File: src/rtl/core/wbs_sqrt_cell.sv
// One restoring square-root step (one result bit), one register stage.
module wbs_sqrt_cell #(
  parameter int Step = 0
) (
  input  logic        clk_i,
  input  logic        en_i,
  input  logic [63:0] rem_i,
  input  logic [63:0] res_i,
  output logic [63:0] rem_o,
  output logic [63:0] res_o
);
  logic [63:0] rem_q, rem_d, one, trial;
  logic [63:0] res_q, res_d;

  always_comb begin
    one   = 64'd1 << (2 * (31 - Step));
    trial = res_i + one;
    if (rem_i >= trial) begin
      rem_d = rem_i - trial;
      res_d = (res_i >> 1) + one;
    end else begin
      rem_d = rem_i;
      res_d = res_i >> 1;
    end
  end

  always_ff @(posedge clk_i) begin
    if (en_i) begin
      rem_q <= rem_d;
      res_q <= res_d;
    end
  end

  assign rem_o = rem_q;
  assign res_o = res_q;
endmodule

File: config.mk
export PLATFORM = sky130hd
export DESIGN_NAME = wbs_sqrt_cell
export DESIGN_NICKNAME = d
export VERILOG_FILES = /design/src/rtl/core/wbs_sqrt_cell.sv
export SDC_FILE = /design/constraint.sdc
export NUM_CORES = 1
export LEC_CHECK = 0
export BUFFER_PORTS_ARGS = -buffer_cell sky130_fd_sc_hd__buf_4
export CELL_PAD_IN_SITES_DETAIL_PLACEMENT = 1
export CELL_PAD_IN_SITES_GLOBAL_PLACEMENT = 1
export CORE_MARGIN = 5
export CORE_UTILIZATION = 25
export DETAILED_ROUTE_END_ITERATION = 8
export PLACE_DENSITY = 0.56
export SYNTH_ARGS = -nofsm -noshare
export SYNTH_HDL_FRONTEND = slang
export SYNTH_SLANG_ARGS = --single-unit
export TNS_END_PERCENT = 100
File: constraint.sdc
create_clock -name clk_i -period 2.8 [get_ports clk_i]
set_input_delay 0.14 -clock clk_i [delete_from_list [all_inputs] [get_ports clk_i]]
set_output_delay 0.14 -clock clk_i [all_outputs]
set_load 0.03 [all_outputs]
* Yosys cells after proc, flatten, opt, wreduce, memory -nomap -nowiden
Index checks and enable logic that the tools add are counted.
** Word-level totals
- Memory bits (writable) :: 0
- Memories :: 0
- Bits in registers :: 128
- Memory bits (read-only) :: 0
- Output and inout port bits :: 128
- Logic and storage cells :: 9
- Bits in latches :: 0
** Operators by class
- Div/mod/pow operators :: 0
- Multipliers :: 0
- Bitwise logic cells :: 0
- Shifts and indexed selects :: 0
- Order comparisons :: 1
- Reductions and logical operators :: 0
- Add/subtract/negate cells :: 3
- Equal/unequal tests :: 0
- Mux-type cells :: 2
** Operator list (count)
- $add 63x63->64 const B :: 1
- $add 64x63->64 const B :: 1
- $ge 64x64->1 :: 1
- $mux 64 :: 1
- $sub 64x64->64 :: 1
- $mux 63 :: 1

* Logic depth before layout (Yosys ltp)
- Depth in word-level cells :: 3
- Mapped depth :: 14
- Mapped depth without buffers :: 13

* Worst setup path before layout
OpenSTA, ideal clock, no wires.
- Kind :: input port to flip-flop
- From :: input res_i[16]
- To :: register rem_q[60], in the netlist rem_o[60], data pin
- Setup time :: 0.257 ns
- Path slack :: -0.200 ns
- Buffers on the path :: 0
- Arrival :: 2.742 ns
- Cell stages on the path :: 12
- Cell sequence :: inv_1 > ha_1 > and2_1 > nand3_1 > or3_1 > a41o_1 > nor3_2 > o21ai_1 > o41ai_4 > or4b_1 > a21oi_1 > nor3_1
** Between the ends
- Longest elaborated chain between the ends :: 3
- Elaborated cells between the ends (all ways) :: 4
- Classes of those cells :: add/sub: 2; order compare: 1; mux: 1
** RTL lines
- start, declared :: RTL line 8 : input logic [63:0] res_i,
- $add 64x63->64 * :: RTL line 17 : trial = res_i + one;
- $sub 64x64->64 or $ge 64x64->1 (tied branches) :: RTL line 19, 18
- $mux 64 * :: RTL line 18 : if (rem_i >= trial) begin
- named net rem_d[60] :: RTL line 12 : logic [63:0] rem_q, rem_d, one, trial;
- end signal, assigned :: RTL line 29 : rem_q <= rem_d;
- end, declared :: RTL line 12
The timed path passes the listed nets; every way through them passes the cells marked *.
A chain may end at the register's enable or synchronous reset.

* Worst setup path after layout
- From :: input res_i[14]
- To :: register rem_q[60], in the netlist rem_o[60], data pin
Same word-level chain as after synthesis.

==> run summary <==
Top_reg_cell synth: edfxtp_1
Setup crit start kind: input pin
Max Root-Sink Buffers: 2
Slew @ Worst Pin: 0.650 ns
Buffers on Ports: 257
Most frequent cell after synthesis: edfxtp_1
Gr usage total: 17.3%
Area Growth Syn to Fin: 70.0%
Drt first-iter violations: 325
CP Capture Type: register
Synth Warn #: 0
Largest net degree at the start of global routing: 62
Initial core utilization: 25.1%
First-pass GRT wire length: 52.4 mm
Max-slew violations: 0
Post-synth top area share: 44.6%
Vias in the first global route: 9551
H-tree level count: 4
Min Tclk post-route: 2.74 ns
Pre-antenna DRT Iters: 4
Layout cells sized above 1: 41.6%
Fin util: 42.7%
Fin nets: 1635
Vias: 8803
Post-synthesis cell type count: 58
Rows: 68
Drt via density: 4.62
CP arrival: 2.93 ns
Routed wire length: 34.3 mm
Die Wd: 196 um
Post-synthesis cell count: 885
Die area: 38200 um^2
Power per cell area: 537 nW/um^2
Outcome: finished clean
Hold crit path type: input pin to register
Post-route ant nets: 0
CTS Root Cell: clkbuf_16
Reg clk slew, reported paths: 0.06 ns
Synthesized area per cell: 9.73 um^2
Grt ovf: 0
Top cell types by occurrence after synthesis: 128 x edfxtp_1, 111 x a21oi_1, 82 x nor2_1, 78 x inv_1, 64 x ha_1
Final Hold Fails: 0
Largest cells by area after synthesis: edfxtp_1 45%, ha_1 9.3%, a21oi_1 6.5%
Worst Path Required: 2.99 ns
Register area share after synthesis: 44.6%
Clk sinks: 128
CTS tree: done
Detailed-route DRC error count: 0
Floorplan Core Area: 34300 um^2
Yosys reg bits: 128
Antenna violations before repair: 0
Peak VDD IR: 0.407 mV
Synth area leader: edfxtp_1
Worst Hold Slack: 0.0254 ns
CP startpoint: res_i[14]
Slowest cell delay on critical path: 0.46 ns
Relative slew slack: 56.2%
Fmax: 365 MHz
Hold wc startpoint: rem_i[42]
Detailed placement HPWL: 25.7 mm
Post-synth EDFFs: 128
Setup violators final: 0
# IOs: 258
Net Count, Synth: 1080
Max Cap Violations: 0
WS Path Type: input pin to register
CP cell instances: buf_4 > inv_1 > ha_4 > nand2_2 > o211ai_1 > o2111ai_2 > buf_4 > a41o_1 > nor3_4 > o21ai_2 > o41ai_4 > clkbuf_16 > or4b_4 > a21oi_2 > nor3_2
Slowest cell on crit path: or4b_4
Layout fillers: 3964
Leakage: 6.77 nW
N_diodes: 0
Max FO, Critical Path: 4
CTS Buf Count: 17
Final period utilization: 97.9%
Post-Syn Area: 8610 um^2
Die H: 196 um
Wire per inst: 18.0 um
CP most frequent cell: buf_4
Routability cong.: 0.794
Synth async-reset ratio: 0%
==> cell families after synthesis <==
logic type / after synthesis / share of synthesized area, %
AO/OA/AOI/OAI: 272 / 19.8
XOR/XNOR: 56 / 5.70
adder cells (fa/ha/maj): 65 / 9.53
buffers and inverters: 115 / 5.19
flip-flops: 128 / 44.6
multiplexers: 15 / 1.95
AND/OR/NAND/NOR: 234 / 13.2
==> power by group <==
group / total [mW] / switching [mW] / internal, mW
clock network: 2.35 / 0.887 / 1.47
logic: 3.04 / 1.62 / 1.42
registers: 2.46 / 0.0651 / 2.39
total: 7.85 / 2.57 / 5.29
==> layout make-up <==
type,count,area (um^2),share of cell area [%]
multi-input combinational,642,4720,32.2
timing repair buffer,573,4620,31.6
sequential,128,3840,26.3
tap,455,569,3.89
clock buffer,21,440,3.01
inverter,78,298,2.04
clock inverter,9,141,0.966
==> registers in the layout, summed over array words and instances (netlist names) <==
| name | cells |
|---|---|
| rem_o | 64 |
| res_o | 64 |
==> worst max-delay path, delay by kind of cell <==
family	cells	cell delay, ns
compound gates	6	1.22
fa+ha+maj	1	0.30
buf+inv	4	0.53
simple gates	4	0.74
==> stage by stage <==
step / setup TNS, ns / total power [mW] / instance area, um^2 / cells / worst slack (ns)
2_1_floorplan: 0 / 3.94 / 8650 / 885 / 0.000322
3_3_place_gp: -24.17 / 5.22 / 12700 / 1787 / -0.640
3_5_place_dp: -27.68 / 5.25 / 12700 / 1787 / -0.740
4_1_cts: -0.412 / 7.84 / 14200 / 1896 / -0.0557
5_1_grt: -0.126 / 8.27 / 14600 / 1906 / -0.0627
6_report: 0 / 7.85 / 14600 / 1906 / 0.0587
==> metal layers <==
layer	wire length (um)	track usage (%)
met5	0	0
met4	476	4.29
met3	1450	3.57
met2	17100	30.1
met1	15200	22.1
==> final timing paths <==
kind / depth (start not counted) / endpoint
min: 2 / rem_o[42]$_DFFE_PP_
max: 15 / rem_o[60]$_DFFE_PP_
==> cells in the final DEF (no fill, tap or decap), types with 5 or more instances in the layout <==
cell type      Yosys  final
buf_4              0    492
edfxtp_1         128    128
a21oi_1          111    101
nor2_1            82     80
inv_1             78     75
dlygate4sd3_1      0     69
ha_1              64     54
nand2_1           52     50
a21o_1            49     49
xnor2_1           36     36
o21ai_0           40     34
xor2_1            20     20
nand4_1           18     18
clkbuf_16          0     18
and3_1            13     13
nand3_1           14     13
o21bai_1          11     10
mux2_2            10     10
a21oi_2            0      9
and2_1            10      9
nor2b_1           10      9
ha_4               0      8
o211ai_1           7      7
o21a_1             7      7
nor3_1            11      7
o21ai_1            3      6
buf_6              0      6
o31a_1             5      5
==> what timing repair did <==
action,CTS,global route
pin swaps,2,37
setup endpoints to repair,20,65
hold buffers,69,0
cloned,3,0
hold endpoints to repair,69,0
gates resized for setup,11,68
buffers inserted,7,10
Note: power is estimated with default switching activity, not from simulation.
