**src/rtl/core/wbs_pkg.sv**
```systemverilog
// Shared constants, types and helpers for the waypoint bearing steering block.
package wbs_pkg;

  localparam int CordicSteps = 24;
  localparam int AngW        = 32;
  localparam int CoordW      = 32;
  localparam int TrigW       = 34;
  localparam int VecW        = 36;

  localparam logic signed [AngW-1:0] Deg90  = 32'sd377487360;
  localparam logic signed [AngW-1:0] Deg180 = 32'sd754974720;
  localparam logic signed [AngW-1:0] Deg360 = 32'sd1509949440;
  localparam logic signed [TrigW-1:0] CordicK = 34'sd652032874;
  localparam logic [25:0] CmPerLsbQ24 = 26'd44477971;

  localparam logic [29:0] BearThrRst = 30'd20971520;
  localparam logic [23:0] DistThrRst = 24'd100;

  localparam logic [0:0] RegBearThr = 1'b0;
  localparam logic [0:0] RegDistThr = 1'b1;

  typedef enum logic [1:0] {
    ActHold  = 2'd0,
    ActLeft  = 2'd1,
    ActRight = 2'd2,
    ActFwd   = 2'd3
  } action_e;

  function automatic logic signed [AngW-1:0] atan_tab(input int i);
    logic signed [AngW-1:0] t;
    case (i)
      0: t = 32'sd188743680;  1: t = 32'sd111421900;  2: t = 32'sd58872272;
      3: t = 32'sd29884485;   4: t = 32'sd15000234;   5: t = 32'sd7507429;
      6: t = 32'sd3754631;    7: t = 32'sd1877430;    8: t = 32'sd938729;
      9: t = 32'sd469366;     10: t = 32'sd234683;    11: t = 32'sd117342;
      12: t = 32'sd58671;     13: t = 32'sd29335;     14: t = 32'sd14668;
      15: t = 32'sd7334;      16: t = 32'sd3667;      17: t = 32'sd1833;
      18: t = 32'sd917;       19: t = 32'sd458;       20: t = 32'sd229;
      21: t = 32'sd115;       22: t = 32'sd57;        23: t = 32'sd29;
      default: t = '0;
    endcase
    return t;
  endfunction

  // Stage-carried payload of one item.
  typedef struct packed {
    logic signed [CoordW-1:0] lat1;
    logic signed [CoordW-1:0] lon1;
    logic signed [CoordW-1:0] lat2;
    logic signed [CoordW-1:0] lon2;
    logic signed [CoordW-1:0] head;
  } fix_t;

endpackage

```
**src/rtl/core/wbs_vec_cell.sv**
```systemverilog
// One CORDIC vectoring step for atan2, one register stage.
module wbs_vec_cell #(
  parameter int Step = 0
) (
  input  logic                             clk_i,
  input  logic                             en_i,
  input  logic signed [wbs_pkg::VecW-1:0]  x_i,
  input  logic signed [wbs_pkg::VecW-1:0]  y_i,
  input  logic signed [wbs_pkg::AngW-1:0]  z_i,
  output logic signed [wbs_pkg::VecW-1:0]  x_o,
  output logic signed [wbs_pkg::VecW-1:0]  y_o,
  output logic signed [wbs_pkg::AngW-1:0]  z_o
);
  import wbs_pkg::*;
  logic signed [VecW-1:0] x_q, y_q, x_d, y_d;
  logic signed [AngW-1:0] z_q, z_d;

  always_comb begin
    if (y_i > 0) begin
      x_d = x_i + (y_i >>> Step);
      y_d = y_i - (x_i >>> Step);
      z_d = z_i + atan_tab(Step);
    end else begin
      x_d = x_i - (y_i >>> Step);
      y_d = y_i + (x_i >>> Step);
      z_d = z_i - atan_tab(Step);
    end
  end

  always_ff @(posedge clk_i) begin
    if (en_i) begin
      x_q <= x_d;
      y_q <= y_d;
      z_q <= z_d;
    end
  end

  assign x_o = x_q;
  assign y_o = y_q;
  assign z_o = z_q;
endmodule

```
**config.mk**
```make
export PLATFORM = sky130hd
export DESIGN_NAME = wbs_vec_cell
export DESIGN_NICKNAME = d
export VERILOG_FILES = /design/src/rtl/core/wbs_pkg.sv /design/src/rtl/core/wbs_vec_cell.sv
export SDC_FILE = /design/constraint.sdc
export NUM_CORES = 1
export LEC_CHECK = 0
export BUFFER_PORTS_ARGS = -buffer_cell sky130_fd_sc_hd__buf_4
export CORE_UTILIZATION = 35
export DETAILED_ROUTE_END_ITERATION = 10
export PLACE_DENSITY_LB_ADDON = 0.12
export SYNTH_ARGS = -nofsm -noshare
export SYNTH_HDL_FRONTEND = slang
export SYNTH_SLANG_ARGS = --single-unit
```
**constraint.sdc**
```tcl
create_clock -name clk_i -period 4.6 [get_ports clk_i]
set_input_delay 0.92 -clock clk_i [delete_from_list [all_inputs] [get_ports clk_i]]
set_output_delay 0.92 -clock clk_i [all_outputs]
set_load 0.005 [all_outputs]
```
* Word-level counts from Yosys, hierarchy flattened
Cells that the tools add are included.
** Storage, ports and cells
- Output and inout port bits :: 104
- Register bits after elaboration :: 104
- Logic and storage cells :: 12
** Cells by class
- $lt $le $gt $ge :: 1
- Add/sub/neg operators :: 5
- Multiplexer cells :: 3
** Operators with widths (count)
- $mux W36 :: 2
- $sub A36 B36 Y36 :: 2
- $add A36 B36 Y36 :: 1
- $gt A36 B1 Y1 const B :: 1
- $add A32 B29 Y32 const B :: 1
- $mux W32 :: 1
- $sub A32 B29 Y32 const B :: 1

* Depth between registers and ports, before layout
Gate-level depths: netlist of the first run.
- Depth after elaboration :: 2
- Gate-level depth with buffers :: 16
- Gate-level depth less buffers :: 14

* Worst setup path after synthesis of the first run
No wires, ideal clock.
- Kind :: input port to flip-flop
- Start :: input y_i[32] in the netlist's numbering
- End :: register z_q[31] (netlist: z_o[31]), data pin
- Path slack :: 604 ps
- Arrival time :: 3736 ps
- Library setup time :: 259 ps
- Cell stages on the path :: 15
- Buffers on the path :: 2
- Path through :: nor4_1 -> nand4_1 -> nor2_1 -> a41o_1 -> clkbuf_1 -> clkbuf_1 -> ha_1 -> a21o_1 -> a21oi_1 -> o21bai_1 -> a21oi_1 -> o21ai_0 -> a21o_1 -> a21oi_1 -> xnor2_1
** On the way
- Longest elaborated chain between the ends :: 2
** RTL lines
- start, declared :: RTL line wbs_vec_cell.sv:8 : input logic signed [wbs_pkg::VecW-1:0] y_i,
- $gt A36 B1 Y1 :: RTL line wbs_vec_cell.sv:19 : if (y_i > 0) begin
- $mux W32 :: RTL line wbs_vec_cell.sv:19
- via z_d[31] :: RTL line wbs_vec_cell.sv:16 : logic signed [AngW-1:0] z_q, z_d;
- end signal, assigned :: RTL line wbs_vec_cell.sv:34 : z_q <= z_d;
- end, declared :: RTL line wbs_vec_cell.sv:16
The timed path passes the listed nets, and every way through them passes these cells.
A chain may end at the register's enable or synchronous reset.

* Worst setup path after layout of the first run
- Start :: input y_i[0] in the netlist's numbering
- End :: register y_q[32] (netlist: y_o[32]), data pin
** On the way
- Longest elaborated chain between the ends :: 2
- Elaborated cells on any way between the ends :: 4
- Those cells by class :: add/sub: 2; order compare: 1; mux: 1
** RTL lines
- $add A36 B36 Y36, or another cell as far along :: RTL line wbs_vec_cell.sv:25 : y_d = y_i + (x_i >>> Step);
- $mux W36 * :: RTL line wbs_vec_cell.sv:19
- via y_d[32] :: RTL line wbs_vec_cell.sv:15 : logic signed [VecW-1:0] x_q, y_q, x_d, y_d;
- end signal, assigned :: RTL line wbs_vec_cell.sv:33 : y_q <= y_d;
- end, declared :: RTL line wbs_vec_cell.sv:15
Mark *: on every way through the listed nets, which the timed path passes. The rest lies on a longest branch.

==> out/qor.csv, run 1 <==
metric,value,unit
crit_chain,buf_4 > ha_1 > fa_1 > nor2b_1 > o21ai_2 > a21o_1 > o311ai_2 > or4_1 > a31oi_1 > a2bb2oi_2 > o211ai_1 > xnor2_1,
synth_enable_flop_cells,103,
cts-hold-fix-buffers,0,
maximum_number_of_pins_on_one_net_before_global_route_repair,81,
dr.pass1.iters,5,
count_of_endpoints_failing_hold_in_the_final_timing_report,0,
cts_resized,0,
n_fill_cell,2768,
wire_length_of_the_first_global_routing_pass,52100,microns
placedCellCount,1703,
yosys.area.top_type,sky130_fd_sc_hd__edfxtp_1,
syn-mean-instance-area,8.60,sq um
dp_slack,0.293,ns
synthesis.nets,1360,
drc_viols,0,
cp-end-kind,register,
worst_path_largest_cell_delay,0.55,ns
drv.max_cap_violation_count,0,
cts_tree,built,
yosys_register_bits,103,
synth.most_common_cell,sky130_fd_sc_hd__a21oi_1,
max_slew.worst_pin.slew,0.735,ns
timing.setup.tns,0,ns
drt-vias-per-instance,5.42,
post_detailed_route_wirelength_per_cell,19.9,microns
slew_violations,0,
layout-area-overhead-vs-synth,24.2,%
synthDominantCellAreaShare,31.6,%
synth_common_cells,"141 x sky130_fd_sc_hd__a21oi_1, 113 x sky130_fd_sc_hd__ha_1, 112 x sky130_fd_sc_hd__inv_1",
synth-seq-area-share,31.6,%
clock_sinks,103,
core_area,0.0272,sq mm
cts-root-buf,sky130_fd_sc_hd__clkbuf_16,
finalNetCount,1565,
routed_wl,34200,microns
globalplace.congestion,0.946,
synth.area.top_cells,"sky130_fd_sc_hd__edfxtp_1 32%, sky130_fd_sc_hd__ha_1 14%, sky130_fd_sc_hd__a21oi_1 7.2%",
critPathBufInv,1,
max_freq,0.254,GHz
timing.hold.worst_endpoint,z_o[11],
grt_remaining_overflow,0,
holdCritStartpoint,z_i[11],
power.leakage,5.33,nW
die_w,169,microns
dominantRegCellSynth,sky130_fd_sc_hd__edfxtp_1,
placementRows,60,
io_pins,210,
path_clk_slew,0.09,ns
clock_tree.buffer_depth,2,
powerDensity,283,mW/mm^2
critPathArrivalTime,4.07,ns
max-slew-margin-rel,51.0,%
layout.cell_area.non_filler,0.0121,sq mm
synth-warning-count,0,
min_path_cells,1,
num_antenna_cells,0,
die_y,169,microns
die_area,0.0286,sq mm
vdd.ir_drop.worst,0.155,mV
globalRouteTotalUtil,23.8,%
number_of_global_route_vias_before_repair,8903,
post_dp_cell_area,0.0119,sq mm
area.sequential,0.00309,sq mm
drive_above_1_share,21.2,%
post-cts-setup-buffer-count,0,
syn_area,0.00978,sq mm
route.vias.total,9318,
cts_buffers,9,
detailed_place_hpwl,27100,microns
timing.hold.worst.class,primary input to register,
post-layout-total-power,3.44,mW
start_to_end_type_of_the_worst_setup_path,primary input to register,
initial_standard_cell_utilization_of_the_core,36.0,%
multiInputGateArea,0.00602,sq mm
cp-start-kind,primary input,
cpLargestDelayFamily,compound AO/OA/AOI/OAI gates,
status,"complete, no violations",
number_of_failing_setup_endpoints_in_the_final_timing_report,0,
port_buffers,209,
crit_slowest_cell,sky130_fd_sc_hd__or4_1,
cts-htree-levels,3,
worst_ep_required_time,4.73,ns
grt_antenna_before_repair,0,
count_of_cell_types_in_the_netlist,78,
first_iter_violations,690,
critPathMaxFanout,6,
cells_after_synthesis,1137,
post-route-min-period,3.94,ns
rsz0062_at_grt,false,
detail-route-antenna-nets,0,
final.setup.worst_slack,0.656,ns
timing.final.crit_share,85.7,%
layout.cells.non_filler,1719,
async_flop_share,0,%
-- routing by layer --
| metal | vias up | global-route usage (%) | routed length, microns |
|---|---|---|---|
| met4 | 0 | 8.34 | 907 |
| li1 | 4494 | - | - |
| met5 | - | 0 | 0 |
| met2 | 349 | 37.8 | 15400 |
| met1 | 4433 | 33.1 | 16000 |
| met3 | 42 | 3.17 | 1920 |
-- cell type report --
class                           count  share of cell area (%)
Tap cell                          372                    3.83
Sequential cell                   103                    25.5
Inverter                          119                    3.70
Clock inverter                      7                   0.505
Clock buffer                        9                    1.85
Multi-Input combinational cell    867                    49.6
Timing Repair Buffer              242                    15.1
-- placed cells by master (no fill, tap or decap), types with 5 or more instances in the layout --
master	netlist	routed
sky130_fd_sc_hd__nor4_1	15	15
sky130_fd_sc_hd__xor2_1	7	7
sky130_fd_sc_hd__nand4_1	18	18
sky130_fd_sc_hd__inv_1	112	111
sky130_fd_sc_hd__nand3_1	16	16
sky130_fd_sc_hd__o31a_1	5	5
sky130_fd_sc_hd__a21oi_1	141	141
sky130_fd_sc_hd__o41ai_1	5	5
sky130_fd_sc_hd__clkbuf_16	0	9
sky130_fd_sc_hd__o211ai_1	10	10
sky130_fd_sc_hd__or2_2	6	6
sky130_fd_sc_hd__ha_1	113	113
sky130_fd_sc_hd__mux2i_1	9	9
sky130_fd_sc_hd__nor3_1	14	14
sky130_fd_sc_hd__a31oi_1	7	7
sky130_fd_sc_hd__o31ai_1	10	10
sky130_fd_sc_hd__a211oi_1	11	11
sky130_fd_sc_hd__a2111oi_0	5	5
sky130_fd_sc_hd__buf_4	3	241
sky130_fd_sc_hd__o311ai_0	5	5
sky130_fd_sc_hd__nand2b_1	15	15
sky130_fd_sc_hd__a21o_1	24	24
sky130_fd_sc_hd__edfxtp_1	103	103
sky130_fd_sc_hd__nor2_1	111	111
sky130_fd_sc_hd__o21a_1	8	8
sky130_fd_sc_hd__o21bai_1	15	15
sky130_fd_sc_hd__o21ai_1	5	5
sky130_fd_sc_hd__xnor2_1	71	71
sky130_fd_sc_hd__nor2b_1	14	14
sky130_fd_sc_hd__nand2_1	67	67
sky130_fd_sc_hd__o21ai_0	68	68
-- logic make-up after synthesis --
kind of cell,count (synthesis),share of synthesized area (%)
and+or+nand+nor,296,14.3
DFF,103,31.6
muxes,9,0.921
buffers and inverters,167,6.78
adders and majority gates,117,15.3
xor gates and xnor gates,78,6.99
AOI/OAI and AO/OA,367,24.1
-- per-stage QoR --
stage                     utilization, %  hold WS [ns]
after CTS                           44.7         0.705
after floorplan                        -          1.02
after global placement              43.6          1.10
after global routing                44.7         0.706
after detailed placement            43.6          1.10
final                               44.7         0.711
-- power breakdown --
group	leakage [nW]	switching, mW	internal [mW]	total [mW]
registers	1.01	0.0491	1.22	1.27
clock network	0.142	0.426	0.382	0.808
logic	4.18	0.762	0.601	1.36
total	5.33	1.24	2.20	3.44
-- registers in the layout, summed over array words and instances, names as in the netlist --
signal	flops
x_o	36
y_o	35
z_o	32
-- worst max-delay path by stage --
stage | startpoint | to | cells past startpoint
after floorplan | y_i[32] | z_o[31] | 15
after global placement | y_i[32] | z_o[31] | 15
after detailed placement | x_i[0] | y_o[32] | 12
after CTS | x_i[0] | y_o[32] | 12
after global routing | y_i[32] | z_o[31] | 15
final | y_i[0] | y_o[32] | 12
Note: power is estimated with default switching activity, not from simulation.
==> inputs of run 2 (changes only) <==
--- a/config.mk
+++ b/config.mk
@@ -6,6 +6,7 @@
 export NUM_CORES = 1
 export LEC_CHECK = 0
 export BUFFER_PORTS_ARGS = -buffer_cell sky130_fd_sc_hd__buf_4
+export CORE_MARGIN = 2
 export CORE_UTILIZATION = 35
 export DETAILED_ROUTE_END_ITERATION = 10
 export PLACE_DENSITY_LB_ADDON = 0.12
==> out/qor.csv, run 2 (synthesized netlist as in run 1, its figures left out) <==
metric,value,unit
clock_sinks,103,
count_of_endpoints_failing_hold_in_the_final_timing_report,0,
cts-htree-levels,3,
layout.core_utilization,43.9,%
drive_above_1_share,21.0,%
cts-root-buf,sky130_fd_sc_hd__clkbuf_16,
port_buffers,209,
detailroute.wirelength.met3,2080,microns
drc_viols,0,
drv.max_cap_violation_count,0,
layout-area-overhead-vs-synth,24.1,%
post_dp_cell_area,0.0118,sq mm
layout.cells.most_common,sky130_fd_sc_hd__buf_4,
switching_share_of_power,35.2,%
post-layout-total-power,3.47,mW
timing.setup.tns,0,ns
initial_standard_cell_utilization_of_the_core,35.4,%
globalplace.congestion,0.961,
drt-vias-per-instance,5.40,
powerDensity,286,mW/mm^2
start_to_end_type_of_the_worst_setup_path,primary input to register,
dr.pass1.iters,5,
core_area,0.0276,sq mm
layout.cell_area.non_filler,0.0121,sq mm
route.vias.total,9298,
drt-met1-wl,15800,microns
vdd.ir_drop.worst,0.220,mV
io_pins,210,
detail-route-antenna-nets,0,
timing.final.crit_share,87.7,%
critPathMaxFanout,6,
placementRows,61,
die_y,171,microns
hold_slack,0.728,ns
maximum_number_of_pins_on_one_net_before_global_route_repair,72,
timing.hold.worst.class,primary input to register,
die_w,171,microns
critPathArrivalTime,4.14,ns
cp-start-kind,primary input,
post-cts-setup-buffer-count,0,
clock_tree.buffer_depth,2,
rsz0062_at_grt,false,
p_int,2.25,mW
finalNetCount,1561,
route.met2.wl,14900,microns
globalRouteTotalUtil,22.6,%
max_freq,0.248,GHz
wire_length_of_the_first_global_routing_pass,50600,microns
number_of_global_route_vias_before_repair,8853,
slew_violations,0,
max-slew-margin-rel,40.7,%
grt_antenna_before_repair,0,
share_comb_of_total_power,39.1,%
cts_tree,built,
largest_reg_flops,36,
die_area,0.0293,sq mm
cp-end-kind,register,
path_clk_slew,0.08,ns
most-common-layout-cells,"238 x sky130_fd_sc_hd__buf_4, 141 x sky130_fd_sc_hd__a21oi_1, 113 x sky130_fd_sc_hd__ha_1, 111 x sky130_fd_sc_hd__inv_1, 111 x sky130_fd_sc_hd__nor2_1",
cts_buffers,9,
highest_layer,met4,
worst_ep_required_time,4.70,ns
grt_remaining_overflow,0,
post_detailed_route_wirelength_per_cell,19.7,microns
switching_power,1.22,mW
status,"complete, no violations",
max_slew.worst_pin.slew,0.882,ns
routed_wl,33900,microns
detailed_place_hpwl,26900,microns
first_iter_violations,779,
power.leakage,5.32,nW
post-route-min-period,4.03,ns
clock_power_share,24.4,%
cts-hold-fix-buffers,0,
power.sequential.fraction,36.5,%
cts_resized,0,
number_of_failing_setup_endpoints_in_the_final_timing_report,0,
run 2: worst paths after layout:
path	startpoint	to	slack, ns	cells past startpoint
worst max-delay path	x_i[0]	y_o[32]	0.57	12
worst min-delay path	z_i[19]	z_o[19]	0.73	1
run 2: power by group through the flow:
stage | combinational (mW) | clock [mW] | sequential (mW)
5_1_grt | 1.48 | 0.890 | 1.28
3_3_place_gp | 1.35 | 0 | 1.29
4_1_cts | 1.35 | 0.866 | 1.27
3_5_place_dp | 1.34 | 0 | 1.29
6_report | 1.36 | 0.846 | 1.27
2_1_floorplan | 0.728 | 0 | 1.30
run 2: cell type report:
class	count	area, sq um
Clock inverter	6	78.8
Fill cell	2814	15500
Timing Repair Buffer	238	1790
Antenna cell	1	2.50
Inverter	119	449
Tap cell	378	473
Sequential cell	103	3090
Clock buffer	9	225
Multi-Input combinational cell	867	6020
run 2: metal layers:
layer	GRT usage, %	vias to the layer above
met5	0	-
met4	8.18	0
met3	3.38	50
met2	35.4	363
met1	31.5	4405
li1	-	4480
run 2: worst max-delay path, stage by stage:
cell and delay [ns]:
sky130_fd_sc_hd__buf_4 0.12, sky130_fd_sc_hd__ha_1 0.22, sky130_fd_sc_hd__fa_1 0.40, sky130_fd_sc_hd__nor2b_1 0.18
sky130_fd_sc_hd__o21ai_2 0.23, sky130_fd_sc_hd__a21o_1 0.19, sky130_fd_sc_hd__o311ai_2 0.15, sky130_fd_sc_hd__or4_1 0.57
sky130_fd_sc_hd__a31oi_1 0.37, sky130_fd_sc_hd__a2bb2oi_2 0.44, sky130_fd_sc_hd__o211ai_1 0.18, sky130_fd_sc_hd__xnor2_1 0.15
run 2: per-stage QoR:
stage | setup slack [ns] | std cells
after floorplan | 0.604 | 1137
after CTS | 0.622 | 1720
after detailed placement | 0.259 | 1705
after global placement | 0.312 | 1705
after global routing | 0.420 | 1720
final | 0.566 | 1721
==> inputs of run 3 (changes only) <==
--- a/config.mk
+++ b/config.mk
@@ -9,6 +9,7 @@
 export CORE_MARGIN = 2
 export CORE_UTILIZATION = 35
 export DETAILED_ROUTE_END_ITERATION = 10
+export MAX_ROUTING_LAYER = met4
 export PLACE_DENSITY_LB_ADDON = 0.12
 export SYNTH_ARGS = -nofsm -noshare
 export SYNTH_HDL_FRONTEND = slang
==> out/qor.csv, run 3 (synthesized netlist as in run 1, its figures left out) <==
metric,value,unit
status,"complete, no violations",
start_to_end_type_of_the_worst_setup_path,primary input to register,
placedCellCount,1705,
layout.cells.non_filler,1720,
drc_viols,0,
cp-start-kind,primary input,
timing.hold.worst.class,primary input to register,
area.sequential,0.00309,sq mm
initial_standard_cell_utilization_of_the_core,35.4,%
cts-hold-fix-buffers,0,
dr.pass1.iters,5,
layout.cells.most_common,sky130_fd_sc_hd__buf_4,
timing.final.crit_share,86.8,%
post-route-min-period,3.99,ns
count_of_endpoints_failing_hold_in_the_final_timing_report,0,
drt-vias-per-instance,5.40,
max-slew-margin-rel,38.9,%
largest_reg_flops,36,
globalRouteTotalUtil,23.5,%
port_buffers,209,
post_detailed_route_wirelength_per_cell,19.9,microns
crit_slowest_cell,sky130_fd_sc_hd__or4_1,
rsz0062_at_grt,false,
hold_slack,0.730,ns
cp-end-kind,register,
post_dp_cell_area,0.0118,sq mm
max_freq,0.250,GHz
die_w,171,microns
powerDensity,283,mW/mm^2
final.setup.worst_slack,0.606,ns
grt_remaining_overflow,0,
cts_buffers,9,
layout.cell_area.non_filler,0.0121,sq mm
cts-root-buf,sky130_fd_sc_hd__clkbuf_16,
wire_length_of_the_first_global_routing_pass,51000,microns
globalplace.congestion,0.956,
cts-htree-levels,3,
drv.max_cap_violation_count,0,
crit_chain,buf_4 > ha_1 > fa_1 > nor2b_1 > o21ai_2 > a21o_1 > o311ai_2 > or4_1 > a31oi_1 > a2bb2oi_2 > o211ai_1 > xnor2_1,
num_antenna_cells,0,
placementRows,61,
number_of_failing_setup_endpoints_in_the_final_timing_report,0,
slew_violations,0,
io_pins,210,
die_y,171,microns
detailed_place_hpwl,27100,microns
drive_above_1_share,21.0,%
max_slew.worst_pin.slew,0.907,ns
core_area,0.0276,sq mm
layout.core_utilization,43.8,%
maximum_number_of_pins_on_one_net_before_global_route_repair,70,
vdd.ir_drop.worst,0.152,mV
first_iter_violations,773,
clock_sinks,103,
critPathMaxFanout,6,
clock_tree.buffer_depth,2,
timing.setup.tns,0,ns
worst_path_largest_cell_delay,0.56,ns
n_fill_cell,2879,
cts_resized,0,
multiInputGateArea,0.00602,sq mm
finalNetCount,1561,
routed_wl,34200,microns
dp_slack,0.280,ns
detail-route-antenna-nets,0,
most-common-layout-cells,"238 x sky130_fd_sc_hd__buf_4, 141 x sky130_fd_sc_hd__a21oi_1, 113 x sky130_fd_sc_hd__ha_1, 111 x sky130_fd_sc_hd__inv_1, 111 x sky130_fd_sc_hd__nor2_1",
critPathArrivalTime,4.10,ns
power.leakage,5.30,nW
layout-area-overhead-vs-synth,23.8,%
route.vias.total,9292,
post-cts-setup-buffer-count,0,
number_of_global_route_vias_before_repair,8808,
die_area,0.0293,sq mm
path_clk_slew,0.08,ns
grt_antenna_before_repair,0,
post-layout-total-power,3.42,mW
worst_ep_required_time,4.71,ns
cts_tree,built,
run 3: changes by cell type in the layout (fill, tap and decap cells not counted), sizes merged:
| cell | before | now |
|---|---|---|
| bufinv | 1 | 0 |
| diode | 1 | 0 |
| clkinvlp | 0 | 1 |
run 3: critical path: cells and delay by family:
kind            cells  cell delay, ns
compound gates      6            1.56
xor+xnor            1            0.14
fa+ha+maj           2            0.63
buf+inv             1            0.12
simple gates        2            0.73
run 3: final timing paths:
check	to	from	depth (start not counted)
min	z_o[19]	z_i[19]	1
max	y_o[32]	x_i[0]	12
run 3: report_power, final:
part | internal, mW | leakage, nW | switching, mW
Clock | 0.377 | 0.136 | 0.417
Sequential | 1.22 | 1.01 | 0.0475
Combinational | 0.598 | 4.16 | 0.761
run 3: per-layer routing:
| metal | vias up | part of all wire [%] | global-route usage [%] |
|---|---|---|---|
| met4 | 0 | 2.6 | 7.07 |
| met3 | 48 | 6.1 | 3.03 |
| met1 | 4400 | 46 | 31.6 |
| met5 | - | 0 | - |
| li1 | 4475 | - | - |
| met2 | 369 | 45 | 36.9 |
run 3: area by class of cell:
class	count	share of cell area (%)
tap	378	3.91
timing repair buffer	238	14.8
inverter	119	3.71
clock buffer	9	1.86
clock inverter	6	0.465
multi-input combinational	867	49.7
sequential	103	25.6
