$ cat config.mk
export PLATFORM = sky130hd
export DESIGN_NAME = wbs_rot_cell
export DESIGN_NICKNAME = d
export VERILOG_FILES = /design/src/rtl/core/wbs_pkg.sv /design/src/rtl/core/wbs_rot_cell.sv
export SDC_FILE = /design/constraint.sdc
export NUM_CORES = 1
export LEC_CHECK = 0
export ABC_CLOCK_PERIOD_IN_PS = 2800
export BUFFER_PORTS_ARGS = -buffer_cell sky130_fd_sc_hd__buf_2
export CORE_MARGIN = 2
export CORE_UTILIZATION = 51
export CTS_BUF_LIST = sky130_fd_sc_hd__clkbuf_4 sky130_fd_sc_hd__clkbuf_8 sky130_fd_sc_hd__clkbuf_16
export DETAILED_ROUTE_END_ITERATION = 7
export GPL_ROUTABILITY_DRIVEN = 0
export GPL_TIMING_DRIVEN = 0
export PLACE_DENSITY_LB_ADDON = 0.12
export SLEW_MARGIN = 20
export SYNTH_ARGS = -nofsm -noshare
export SYNTH_HDL_FRONTEND = slang
export SYNTH_SLANG_ARGS = --single-unit
$ cat constraint.sdc
create_clock -name clk_i -period 2.8 [get_ports clk_i]
set_input_delay 0.42 -clock clk_i [delete_from_list [all_inputs] [get_ports clk_i]]
set_output_delay 0.42 -clock clk_i [all_outputs]
set_load 0.02 [all_outputs]
$ cat src/rtl/core/wbs_pkg.sv
// Shared constants, types and helpers for the waypoint bearing steering block.
package wbs_pkg;

  localparam int CordicSteps = 24;
  localparam int AngW        = 32;
  localparam int CoordW      = 32;
  localparam int TrigW       = 34;
  localparam int VecW        = 36;

  localparam logic signed [AngW-1:0] Deg90  = 32'sd377487360;
  localparam logic signed [AngW-1:0] Deg180 = 32'sd754974720;
  localparam logic signed [AngW-1:0] Deg360 = 32'sd1509949440;
  localparam logic signed [TrigW-1:0] CordicK = 34'sd652032874;
  localparam logic [25:0] CmPerLsbQ24 = 26'd44477971;

  localparam logic [29:0] BearThrRst = 30'd20971520;
  localparam logic [23:0] DistThrRst = 24'd100;

  localparam logic [0:0] RegBearThr = 1'b0;
  localparam logic [0:0] RegDistThr = 1'b1;

  typedef enum logic [1:0] {
    ActHold  = 2'd0,
    ActLeft  = 2'd1,
    ActRight = 2'd2,
    ActFwd   = 2'd3
  } action_e;

  function automatic logic signed [AngW-1:0] atan_tab(input int i);
    logic signed [AngW-1:0] t;
    case (i)
      0: t = 32'sd188743680;  1: t = 32'sd111421900;  2: t = 32'sd58872272;
      3: t = 32'sd29884485;   4: t = 32'sd15000234;   5: t = 32'sd7507429;
      6: t = 32'sd3754631;    7: t = 32'sd1877430;    8: t = 32'sd938729;
      9: t = 32'sd469366;     10: t = 32'sd234683;    11: t = 32'sd117342;
      12: t = 32'sd58671;     13: t = 32'sd29335;     14: t = 32'sd14668;
      15: t = 32'sd7334;      16: t = 32'sd3667;      17: t = 32'sd1833;
      18: t = 32'sd917;       19: t = 32'sd458;       20: t = 32'sd229;
      21: t = 32'sd115;       22: t = 32'sd57;        23: t = 32'sd29;
      default: t = '0;
    endcase
    return t;
  endfunction

  // Stage-carried payload of one item.
  typedef struct packed {
    logic signed [CoordW-1:0] lat1;
    logic signed [CoordW-1:0] lon1;
    logic signed [CoordW-1:0] lat2;
    logic signed [CoordW-1:0] lon2;
    logic signed [CoordW-1:0] head;
  } fix_t;

endpackage

$ cat src/rtl/core/wbs_rot_cell.sv
// One CORDIC rotation step for sin/cos, one register stage.
module wbs_rot_cell #(
  parameter int Step = 0
) (
  input  logic                                clk_i,
  input  logic                                en_i,
  input  logic signed [wbs_pkg::TrigW-1:0]    x_i,
  input  logic signed [wbs_pkg::TrigW-1:0]    y_i,
  input  logic signed [wbs_pkg::AngW-1:0]     z_i,
  output logic signed [wbs_pkg::TrigW-1:0]    x_o,
  output logic signed [wbs_pkg::TrigW-1:0]    y_o,
  output logic signed [wbs_pkg::AngW-1:0]     z_o
);
  import wbs_pkg::*;
  logic signed [TrigW-1:0] x_q, y_q, x_d, y_d;
  logic signed [AngW-1:0]  z_q, z_d;

  always_comb begin
    if (!z_i[AngW-1]) begin
      x_d = x_i - (y_i >>> Step);
      y_d = y_i + (x_i >>> Step);
      z_d = z_i - atan_tab(Step);
    end else begin
      x_d = x_i + (y_i >>> Step);
      y_d = y_i - (x_i >>> Step);
      z_d = z_i + atan_tab(Step);
    end
  end

  always_ff @(posedge clk_i) begin
    if (en_i) begin
      x_q <= x_d;
      y_q <= y_d;
      z_q <= z_d;
    end
  end

  assign x_o = x_q;
  assign y_o = y_q;
  assign z_o = z_q;
endmodule

**Word level (Yosys, flattened, before mapping)**

Cells that the tools add are included.

- Add/subtract/negate cells: 5
- Muxes and demuxes: 3

Operators by type and width:

| cell | count |
|---|---|
| $mux W34 | 2 |
| $sub A34 B34 Y34 | 2 |
| $add A34 B34 Y34 | 1 |
| $add A32 B29 Y32 const B | 1 |
| $mux W32 | 1 |
| $sub A32 B29 Y32 const B | 1 |

- Bits of input ports: 102
- Register bits after elaboration: 100

**Logic depth before layout (Yosys ltp)**

Gate-level depths: netlist of the first run.

- Word-level depth: 2
- Depth in mapped cells: 13
- Depth with buffers taken out: 12

**Worst setup path before layout of the first run**

No wires, ideal clock.

- Kind: input port to flip-flop
- Start point: input x_i[6] (netlist bit)
- End point: register y_q[30] (netlist: y_o[30]) (data pin)
- Stages: 11
- Setup slack: -0.142 ns
- Data arrival time: 2.674 ns
- Path through: inv_1 > ha_1 > or4_4 > a311oi_2 > o31ai_2 > o211ai_2 > a21bo_1 > a21oi_2 > o311a_1 > mux2i_1 > xnor2_1

- Longest elaborated chain between the ends: 2
- Elaborated cells between the ends (all ways): 3

Ends and longest elaborated chain:

| what | RTL line | RTL |
|---|---|---|
| start: declaration | wbs_rot_cell.sv:7 | `input logic signed [wbs_pkg::TrigW-1:0] x_i,` |
| $add A34 B34 Y34 or $sub A34 B34 Y34 (tied branches) | wbs_rot_cell.sv:21, wbs_rot_cell.sv:25 |  |
| $mux W34 * | wbs_rot_cell.sv:19 | `if (!z_i[AngW-1]) begin` |
| via y_d[30] | wbs_rot_cell.sv:15 | `logic signed [TrigW-1:0] x_q, y_q, x_d, y_d;` |
| end signal: assignment | wbs_rot_cell.sv:33 | `y_q <= y_d;` |
| end: declaration | wbs_rot_cell.sv:15 |  |

The timed path passes the listed nets; every way through them passes the cells marked *.
A chain may end at the register's enable or synchronous reset.

**Worst setup path in the final report of the first run**

- Start point: input y_i[8] (netlist bit)
- End point: register y_q[32] (netlist: y_o[32]) (data pin)

- Longest elaborated chain between the ends: 2
- Elaborated cells between the ends (all ways): 3

Ends and longest elaborated chain:

| what | RTL line | RTL |
|---|---|---|
| start: declaration | wbs_rot_cell.sv:8 | `input logic signed [wbs_pkg::TrigW-1:0] y_i,` |
| $add A34 B34 Y34 or $sub A34 B34 Y34 (tied branches) | wbs_rot_cell.sv:21, wbs_rot_cell.sv:25 |  |
| $mux W34 * | wbs_rot_cell.sv:19 |  |
| via y_d[32] | wbs_rot_cell.sv:15 |  |

Marked as above.

==> load_flow_metrics.sql, run 1 <==
INSERT INTO impl_metrics (metric_group, metric, value, unit) VALUES
('outcome', 'run_status', 'complete, but fails checks', ''),
('outcome', 'failed_checks', 'setup timing', ''),
('global_route', 'largest_net_degree_at_the_start_of_global_routing', '76', ''),
('placement', 'dpl.hpwl', '21.85', 'mm'),
('placement', 'port_buffer_count', '201', ''),
('route', 'antenna_violating_nets_post_route', '0', ''),
('layout', 'n_antenna_cell', '0', ''),
('route', 'wire_per_inst', '19.31', 'um'),
('power_and_ir_drop', 'power-per-cell-area', '486.5', 'nW/um^2'),
('yosys', 'synth_compound_area_frac', '0.2346', ''),
('floorplanning', 'placementRows', '48', ''),
('route', 'initialDrtViolationCount', '729', ''),
('timing', 'min_period', '2867', 'ps'),
('timing', 'finalMaxSlewViolations', '0', ''),
('min_path', 'worstHoldStart', 'z_i[8]', ''),
('critical_path', 'required_time_of_the_worst_setup_path', '2910', 'ps'),
('yosys', 'synthSimpleGateAreaFrac', '0.1246', ''),
('global_route', 'global_route.peak_usage_layer', 'met2', ''),
('timing', 'finalCritPeriodShare', '1.024', ''),
('yosys', 'synthTopCellsByArea', 'edfxtp_1 33%, ha_1 15%, a21oi_1 6.8%', ''),
('timing', 'rsz_0062_raised_after_global_routing', 'yes', ''),
('clocking', 'ctsHoldBuffers', '0', ''),
('layout', 'finalInstanceArea', '11530', 'um^2'),
('timing', 'worst_slew_pin_slew', '1019', 'ps'),
('global_route', 'use_met3', '0.07174', ''),
('route', 'drt_first_pass_iters', '6', ''),
('yosys', 'post_synth_fa_ha_maj_area_fraction', '0.1567', ''),
('layout', 'layout-drive-gt1-share', '0.2780', ''),
('yosys', 'synth_enable_flop_cells', '99', ''),
('layout', 'seq_area', '2973', 'um^2'),
('yosys', 'synthMostInstantiatedCell', 'a21oi_1', ''),
('timing', 'relative_max_transition_margin', '0.3207', ''),
('global_route', 'grt-ovfl-total', '0', ''),
('critical_path', 'cp_data_arrival_time', '2970', 'ps'),
('global_route', 'grt_pass1_wl', '43.46', 'mm'),
('floorplanning', 'die_w', '137.8', 'um'),
('route', 'avgViaCountPerCell', '5.930', ''),
('power_and_ir_drop', 'ir_drop', '0.3570', 'mV'),
('critical_path', 'crit_path_max_fanout', '3', ''),
('yosys', 'synth.area.mux_share', '0.02219', ''),
('clocking', 'cts-htree-levels', '3', ''),
('floorplanning', 'io_pins', '202', ''),
('global_route', 'via_count_of_the_first_global_routing_pass', '8401', ''),
('route', 'routed_wl', '29.14', 'mm'),
('route', 'drc_errors', '0', ''),
('placement', 'detailed_place.area', '10490', 'um^2'),
('yosys', 'yosys_top_cell_by_area', 'edfxtp_1', ''),
('clocking', 'cts_buffers', '9', ''),
('timing', 'final-hold-violation-count', '0', ''),
('min_path', 'holdPathEnd', 'z_o[8]', ''),
('layout', 'layout.nets', '1493', ''),
('global_route', 'grtUsageTotal', '0.2979', ''),
('floorplanning', 'floorplan.die.height', '137.8', 'um'),
('floorplanning', 'floorplan.initialDensity', '0.5245', ''),
('yosys', 'synthXorXnorAreaFrac', '0.06999', ''),
('clocking', 'worst_setup_hold_path_clk_slew', '70', 'ps'),
('critical_path', 'crit_type', 'in2reg', ''),
('yosys', 'postSynthAreaPerCell', '8.733', 'um^2'),
('timing', 'final.setup.worst_slack', '-66.95', 'ps'),
('yosys', 'number_of_storage_elements_in_the_synthesis_netlist', '99', ''),
('global_route', 'global_route.usage.met1', '0.3886', ''),
('yosys', 'synth_async_reset_ratio', '0', ''),
('yosys', 'area_of_the_mapped_netlist', '9135', 'um^2'),
('layout', 'area_delta_synth_final', '26.22', '%'),
('layout', 'fillers', '1459', ''),
('clocking', 'cts_sinks', '99', ''),
('timing', 'setup-violations-final', '7', ''),
('yosys', 'synthesis.yosys.warnings', '0', ''),
('yosys', 'count_of_different_cell_masters_after_synthesis', '73', ''),
('layout', 'multi_input_area', '6083', 'um^2'),
('critical_path', 'crit_path_start_kind', 'input port', '');
==> critical path, stage by stage <==
cell	delay, ps
buf_4	130
ha_4	260
buf_4	110
nor3b_1	40
or4_1	540
o31ai_4	320
o21ai_2	170
a41oi_2	240
nand2_2	150
a211oi_2	260
mux2i_1	140
xnor2_1	180
==> per-layer routing <==
| metal | part of all wire | up-vias |
|---|---|---|
| met1 | 0.41 | 4133 |
| met3 | 0.11 | 88 |
| met4 | 0.035 | 0 |
| li1 | - | 4202 |
| met2 | 0.45 | 526 |
| met5 | 0 | - |
==> final cells by class <==
| class | instances | area share |
|---|---|---|
| clock buffer | 9 | 0.01953 |
| tap | 225 | 0.02442 |
| clock inverter | 7 | 0.006077 |
| inverter | 112 | 0.03744 |
| multi-input combinational | 788 | 0.5276 |
| timing repair buffer | 228 | 0.1107 |
| sequential | 99 | 0.2578 |
| buffer | 41 | 0.01639 |
==> flip-flops by register name, summed over array words and instances, names as in the netlist <==
name	flops
z_o	32
y_o	33
x_o	34
==> where the power goes <==
part / switching, W / internal [W] / leakage, nW / total (W)
logic: 0.00148 / 0.000858 / 3.94 / 0.00233
registers: 0.0000508 / 0.00192 / 0.969 / 0.00197
clock network: 0.000673 / 0.000629 / 0.141 / 0.00130
==> repair_timing <==
action                                  in CTS  in global routing
resized for setup                           69                 71
buffers inserted                            17                  9
pin swaps                                   19                 31
endpoints found under the setup margin      31                 34
==> placed cells by master (no fill, tap or decap), types with 19 or more instances in the layout <==
master / instances
a21o_1: 19
a21oi_1: 115
buf_2: 200
buf_4: 28
edfxtp_1: 99
ha_1: 96
inv_1: 102
nand2_1: 53
nor2_1: 92
o21ai_0: 60
o21bai_1: 25
xnor2_1: 63
==> stage by stage <==
stage          hold slack (ps)  utilization  instances  TNS (ps)  total power, W
2_1_floorplan            518.9            -       1046         0        0.003396
3_3_place_gp             596.6       0.6006       1472    -24850        0.004075
3_5_place_dp             598.3       0.6025       1473    -24480        0.004095
4_1_cts                  225.8       0.6432       1503    -1.454        0.005480
5_1_grt                  217.4       0.6620       1509    -583.1        0.005872
6_report                 225.9       0.6620       1509    -276.2        0.005609
==> worst max-delay path by stage <==
stage | startpoint | to | cells after the start
4_1_cts | x_i[0] | x_o[32] | 13
6_report | y_i[8] | y_o[32] | 12
3_5_place_dp | x_i[2] | x_o[25] | 13
5_1_grt | y_i[8] | y_o[32] | 12
3_3_place_gp | x_i[2] | x_o[31] | 13
2_1_floorplan | x_i[6] | x_o[31] | 10
==> kinds of logic (layout without fill, tap and decap cells) <==
| family | count (synthesis) | in the layout |
|---|---|---|
| simple gates | 244 | 244 |
| flops | 99 | 99 |
| compound gates | 339 | 339 |
| xor+xnor | 73 | 73 |
| buf+inv | 159 | 397 |
| fa+ha+maj | 112 | 112 |
| mux | 20 | 20 |
Power figures use the tool's default switching activity.
==> run 2: changes to the inputs <==
CELL_PAD_IN_SITES_DETAIL_PLACEMENT = 1   (was not set)
CELL_PAD_IN_SITES_GLOBAL_PLACEMENT = 1   (was not set)
CORE_UTILIZATION = 38   (was 51)
==> run 2 against run 1 <==
Effect of this change:
- the flow still finishes with violations (setup timing)
- core utilization decreased by 17 points
- sequential power about the same
- clock power increased by 10%
- worst setup slack got worse by 41 ps
- critical path type unchanged
==> load_flow_metrics.sql, run 2 (synthesis results as in run 1) <==
INSERT INTO impl_metrics (metric_group, metric, value, unit) VALUES
('timing', 'finalCritPeriodShare', '1.039', ''),
('global_route', 'grt_pass1_wl', '51.65', 'mm'),
('timing', 'final.setup.worst_slack', '-108.0', 'ps'),
('route', 'initialDrtViolationCount', '594', ''),
('layout', 'layout.nets', '1490', ''),
('timing', 'rsz_0062_raised_after_global_routing', 'yes', ''),
('critical_path', 'cp_slowest_cell', 'o31ai_4', ''),
('timing', 'achievable-frequency', '0.3439', 'GHz'),
('clocking', 'cts.root.buffer_cell', 'clkbuf_16', ''),
('route', 'drc_errors', '0', ''),
('global_route', 'antenna_found_initial', '1', ''),
('clocking', 'cts-htree-levels', '3', ''),
('route', 'wire_per_inst', '20.96', 'um'),
('layout', 'instances_no_fill', '1600', ''),
('timing', 'min_period', '2908', 'ps'),
('clocking', 'clock_path_buffers', '2', ''),
('critical_path', 'crit_path_start_kind', 'input port', ''),
('outcome', 'failed_checks', 'setup timing', ''),
('placement', 'detailed_place.area', '10610', 'um^2'),
('floorplanning', 'die_area', '25300', 'um^2'),
('floorplanning', 'core_region', '23540', 'um^2'),
('layout', 'finalInstanceArea', '11690', 'um^2'),
('layout', 'n_antenna_cell', '0', ''),
('critical_path', 'critical-path-max-stage-delay', '390', 'ps'),
('layout', 'fin_util', '0.4966', ''),
('floorplanning', 'die_w', '159.0', 'um'),
('job', 'max_cap_viol_count', '0', ''),
('critical_path', 'crit_path_max_fanout', '3', ''),
('critical_path', 'required_time_of_the_worst_setup_path', '2900', 'ps'),
('power_and_ir_drop', 'ir_drop', '0.2471', 'mV'),
('floorplanning', 'io_pins', '202', ''),
('placement', 'dpl.hpwl', '25.87', 'mm'),
('timing', 'relative_max_transition_margin', '0.1967', ''),
('outcome', 'run_status', 'complete, but fails checks', ''),
('timing', 'finalMaxSlewViolations', '0', ''),
('global_route', 'via_count_of_the_first_global_routing_pass', '9075', ''),
('power_and_ir_drop', 'leakage', '5.074', 'nW'),
('floorplanning', 'floorplan.initialDensity', '0.3880', ''),
('route', 'avgViaCountPerCell', '5.571', ''),
('layout', 'most-common-layout-cells', '194 x buf_2, 111 x a21oi_1, 105 x inv_1', ''),
('placement', 'port_buffer_count', '201', ''),
('critical_path', 'crit_type', 'in2reg', ''),
('layout', 'area_delta_synth_final', '27.98', '%'),
('route', 'antenna_violating_nets_post_route', '0', ''),
('global_route', 'largest_net_degree_at_the_start_of_global_routing', '77', ''),
('layout', 'largest_register_ff_count', '34', ''),
('critical_path', 'cp_data_arrival_time', '3010', 'ps'),
('global_route', 'grtUsageTotal', '0.2582', ''),
('global_route', 'grt-ovfl-total', '0', ''),
('layout', 'layout-drive-gt1-share', '0.2873', ''),
('layout', 'final_common_cell', 'buf_2', ''),
('clocking', 'cts_buffers', '9', ''),
('route', 'drt_first_pass_iters', '5', ''),
('min_path', 'hold_path.class', 'in2reg', ''),
('placement', 'placedCellCount', '1567', ''),
('route', 'routed_wl', '33.54', 'mm'),
('critical_path', 'crit_path_end_kind', 'flop', ''),
('clocking', 'worst_setup_hold_path_clk_slew', '70', 'ps'),
('route', 'detailroute.via_count', '8914', ''),
('floorplanning', 'placementRows', '56', ''),
('timing', 'final-hold-violation-count', '0', ''),
('timing', 'summed_negative_setup_slack_over_all_endpoints', '-428.7', 'ps'),
('clocking', 'cts_tree', 'yes', ''),
('power_and_ir_drop', 'power-per-cell-area', '496.1', 'nW/um^2'),
('clocking', 'cts_sinks', '99', ''),
('timing', 'worst_slew_pin_slew', '1205', 'ps'),
('timing', 'setup-violations-final', '8', ''),
('critical_path', 'worstPathCellList', 'buf_8 > ha_4 > fa_2 > or3b_4 > a311oi_4 > o31ai_4 > o21ai_4 > a41oi_2 > nand2_2 > a211oi_2 > mux2i_1 > xnor2_1', ''),
('floorplanning', 'floorplan.die.height', '159.0', 'um');
## run 2: cell types whose count changed in the layout (fill, tap and decap cells not counted), sizes merged
cell          delta
bufinv           +1
dlymetal6s2s     -1
clkinvlp         -1
buf              -2
## run 2: layer usage
| metal | vias up | global-route usage | part of all wire |
|---|---|---|---|
| met1 | 4375 | 0.3521 | 0.46 |
| li1 | 4177 | - | - |
| met3 | 43 | 0.03985 | 0.055 |
| met4 | 2 | 0.07066 | 0.020 |
| met2 | 317 | 0.4271 | 0.47 |
| met5 | - | 0 | 0.00039 |
## run 2: worst paths after layout
| check | startpoint | end | slack (ps) | cells after the start |
|---|---|---|---|---|
| setup / recovery | y_i[0] | y_o[32] | -110 | 12 |
| hold / removal | z_i[10] | z_o[10] | 230 | 1 |
## run 2: report_power, final
group | total, W | leakage [nW] | internal [W] | switching [W]
Clock | 0.00143 | 0.153 | 0.000722 | 0.000705
Sequential | 0.00197 | 0.969 | 0.00192 | 0.0000499
Combinational | 0.00240 | 3.95 | 0.000872 | 0.00153
Total | 0.00580 | 5.07 | 0.00352 | 0.00228
## run 2: what timing repair did
action	4_1_cts	5_1_grt
pin swaps	33	31
endpoints found under the setup margin	38	37
buffers inserted	18	7
hold buffers	0	0
gates resized for setup	93	74
## run 2: through the flow
step / hold WS, ps / power [W] / setup WS [ps]
floorplan: 518.9 / 0.003396 / 3.435
global placement: 595.9 / 0.004134 / -984.5
detailed placement: 598.4 / 0.004169 / -1084
CTS: 222.9 / 0.005721 / -96.31
global route: 223.5 / 0.006056 / -132.1
finish: 233.3 / 0.005800 / -108.0
## run 2: area by class of cell
type / instances / area (um^2)
Clock inverter: 7 / 93.84
Buffer: 39 / 197.7
Timing Repair Buffer: 227 / 1295
Multi-Input combinational cell: 788 / 6078
Fill cell: 2833 / 11850
Tap cell: 319 / 399.1
Sequential cell: 99 / 2973
Clock buffer: 9 / 225.2
Inverter: 112 / 429.2
## run 2: worst max-delay path: cells and delay by family
| kind | cells | cell delay [ps] |
|---|---|---|
| AOI/OAI and AO/OA | 5 | 1170 |
| adders and majority gates | 2 | 540 |
| and+or+nand+nor | 2 | 410 |
| xor gates and xnor gates | 1 | 190 |
| muxes | 1 | 160 |
| buffers and inverters | 1 | 100 |
==> run 3: changes to the inputs <==
CORE_MARGIN = 1   (was 2)
==> run 3 against run 2 <==
Effect of this change:
- critical endpoint is now y_o[29]
- wire length down 0.18%
- global-route usage grew 0.98 points
- die area decreased by 2.5%
- total power down 1.9%
- final area is 0.51% higher
- core utilization rose by 0.26 points
- the run still ends with setup timing left
- sequential power barely moved
- first-iteration DRC count shrank 8.8%
- cell count shrank 0.13%
- non-clock buffer count is 2 lower
- fmax decreased by 4.3%
==> load_flow_metrics.sql, run 3 (synthesis results as in run 1) <==
INSERT INTO impl_metrics (metric_group, metric, value, unit) VALUES
('timing', 'final.setup.worst_slack', '-237.5', 'ps'),
('power_and_ir_drop', 'leakage', '5.100', 'nW'),
('placement', 'dpl.hpwl', '25.97', 'mm'),
('clocking', 'ctsHoldBuffers', '0', ''),
('clocking', 'clock_path_buffers', '2', ''),
('layout', 'seq_area', '2973', 'um^2'),
('placement', 'detailed_place.area', '10610', 'um^2'),
('layout', 'layout.nets', '1488', ''),
('layout', 'area_delta_synth_final', '28.64', '%'),
('floorplanning', 'floorplan.initialDensity', '0.3880', ''),
('route', 'drt_first_pass_iters', '5', ''),
('outcome', 'run_status', 'complete, but fails checks', ''),
('critical_path', 'cp.depth', '10', ''),
('critical_path', 'crit_path_max_fanout', '4', ''),
('global_route', 'grt-ovfl-total', '0', ''),
('placement', 'port_buffer_count', '201', ''),
('clocking', 'cts_tree', 'yes', ''),
('power_and_ir_drop', 'power-per-cell-area', '484.2', 'nW/um^2'),
('route', 'initialDrtViolationCount', '542', ''),
('clocking', 'cts_sinks', '99', ''),
('route', 'avgViaCountPerCell', '5.483', ''),
('floorplanning', 'core_region', '23540', 'um^2'),
('timing', 'achievable-frequency', '0.3292', 'GHz'),
('critical_path', 'required_time_of_the_worst_setup_path', '2910', 'ps'),
('critical_path', 'crit_family', 'compound AO/OA/AOI/OAI gates', ''),
('clocking', 'cts-htree-levels', '3', ''),
('layout', 'layout-drive-gt1-share', '0.2940', ''),
('placement', 'dpl_worst_slack', '-1005', 'ps'),
('clocking', 'cts.root.buffer_cell', 'clkbuf_16', ''),
('critical_path', 'cp_slowest_cell', 'or4_4', ''),
('clocking', 'worst_setup_hold_path_clk_slew', '80', 'ps'),
('route', 'drc_errors', '0', ''),
('global_route', 'via_count_of_the_first_global_routing_pass', '8748', ''),
('layout', 'most-common-layout-cells', '196 x buf_2, 108 x a21oi_1, 103 x inv_1', ''),
('critical_path', 'crit_path_start_kind', 'input port', ''),
('timing', 'min_period', '3037', 'ps'),
('timing', 'finalCritPeriodShare', '1.085', ''),
('timing', 'relative_max_transition_margin', '0.2642', ''),
('route', 'antenna_violating_nets_post_route', '0', ''),
('layout', 'multi_input_area', '6183', 'um^2'),
('critical_path', 'crit_path_end_kind', 'flop', ''),
('critical_path', 'worstPathCellList', 'buf_8 > ha_4 > or4_4 > o41ai_4 > nor3_4 > o21ai_4 > a21o_1 > nand2_2 > a311o_1 > xnor2_1', ''),
('timing', 'final-hold-violation-count', '0', ''),
('layout', 'fillers', '2836', ''),
('min_path', 'holdPathEnd', 'z_o[18]', ''),
('global_route', 'grtUsageTotal', '0.2681', ''),
('layout', 'finalInstanceArea', '11750', 'um^2'),
('layout', 'instances_no_fill', '1598', ''),
('job', 'max_cap_viol_count', '0', ''),
('timing', 'setup-violations-final', '21', ''),
('layout', 'n_antenna_cell', '0', ''),
('timing', 'finalMaxSlewViolations', '0', ''),
('timing', 'rsz_0062_raised_after_global_routing', 'yes', ''),
('route', 'wire_per_inst', '20.95', 'um'),
('route', 'routed_wl', '33.48', 'mm'),
('critical_path', 'timing.critical_path.buf_inv', '1', ''),
('global_route', 'largest_net_degree_at_the_start_of_global_routing', '77', ''),
('timing', 'summed_negative_setup_slack_over_all_endpoints', '-1758', 'ps'),
('timing', 'worst_slew_pin_slew', '1104', 'ps'),
('layout', 'final_common_cell', 'buf_2', ''),
('global_route', 'grt_pass1_wl', '50.00', 'mm'),
('floorplanning', 'io_pins', '202', ''),
('critical_path', 'crit_type', 'in2reg', ''),
('placement', 'placedCellCount', '1567', ''),
('critical_path', 'cp_data_arrival_time', '3150', 'ps'),
('critical_path', 'critical-path-max-stage-delay', '580', 'ps'),
('layout', 'largest_register_ff_count', '34', ''),
('floorplanning', 'die_w', '157.0', 'um'),
('floorplanning', 'die_area', '24660', 'um^2'),
('min_path', 'hold_path.class', 'in2reg', ''),
('power_and_ir_drop', 'ir_drop', '0.3527', 'mV'),
('min_path', 'worstHoldStart', 'z_i[18]', ''),
('floorplanning', 'placementRows', '56', ''),
('global_route', 'antenna_found_initial', '0', ''),
('min_path', 'min_delay_path_depth', '1', ''),
('route', 'detailroute.via_count', '8762', ''),
('floorplanning', 'floorplan.die.height', '157.0', 'um'),
('layout', 'fin_util', '0.4992', ''),
('clocking', 'cts_buffers', '9', ''),
('outcome', 'failed_checks', 'setup timing', '');
run 3: cell types whose count changed in the layout (fill, tap and decap cells not counted), sizes merged:
cell,previous run,this run
inv,114,115
clkbuf,36,35
buf,239,238
bufinv,1,0
run 3: through the flow:
| step | total power, W | hold slack (ps) |
|---|---|---|
| floorplan | 0.003396 | 518.9 |
| global placement | 0.004137 | 596.3 |
| detailed placement | 0.004171 | 598.4 |
| CTS | 0.005609 | 221.4 |
| global route | 0.005955 | 223.3 |
| finish | 0.005690 | 225.7 |
run 3: area by class of cell:
cell class,instances,area share
clock inverter,7,0.005963
sequential,99,0.2530
multi-input combinational,788,0.5262
buffer,41,0.01682
inverter,112,0.03631
timing repair buffer,223,0.1086
tap,319,0.03397
clock buffer,9,0.01917
run 3: layer usage:
layer  GRT usage  up-vias  part of all wire
met5           0        -                 0
met4     0.06380        0             0.018
met3     0.04047       39             0.058
met2      0.4544      310              0.48
met1      0.3571     4239              0.45
li1            -     4174                 -
run 3: timing repair:
action / 4_1_cts / 5_1_grt
pin swaps: 34 / 37
endpoints found under the setup margin: 39 / 35
setup buffers: 18 / 5
gates resized for setup: 103 / 81
run 3: where the power goes:
part / total [W] / switching (W) / internal (W)
combinational: 0.00243 / 0.00155 / 0.000883
sequential: 0.00197 / 0.0000512 / 0.00192
clock: 0.00129 / 0.000658 / 0.000630
run 3: how the worst max path moves through the flow:
stage | start | end | slack, ps
floorplan | x_i[6] | x_o[31] | 3
global placement | x_i[0] | x_o[32] | -990
detailed placement | x_i[4] | y_o[28] | -1010
CTS | x_i[0] | x_o[32] | -180
global route | x_i[6] | y_o[29] | -280
finish | y_i[8] | y_o[29] | -240
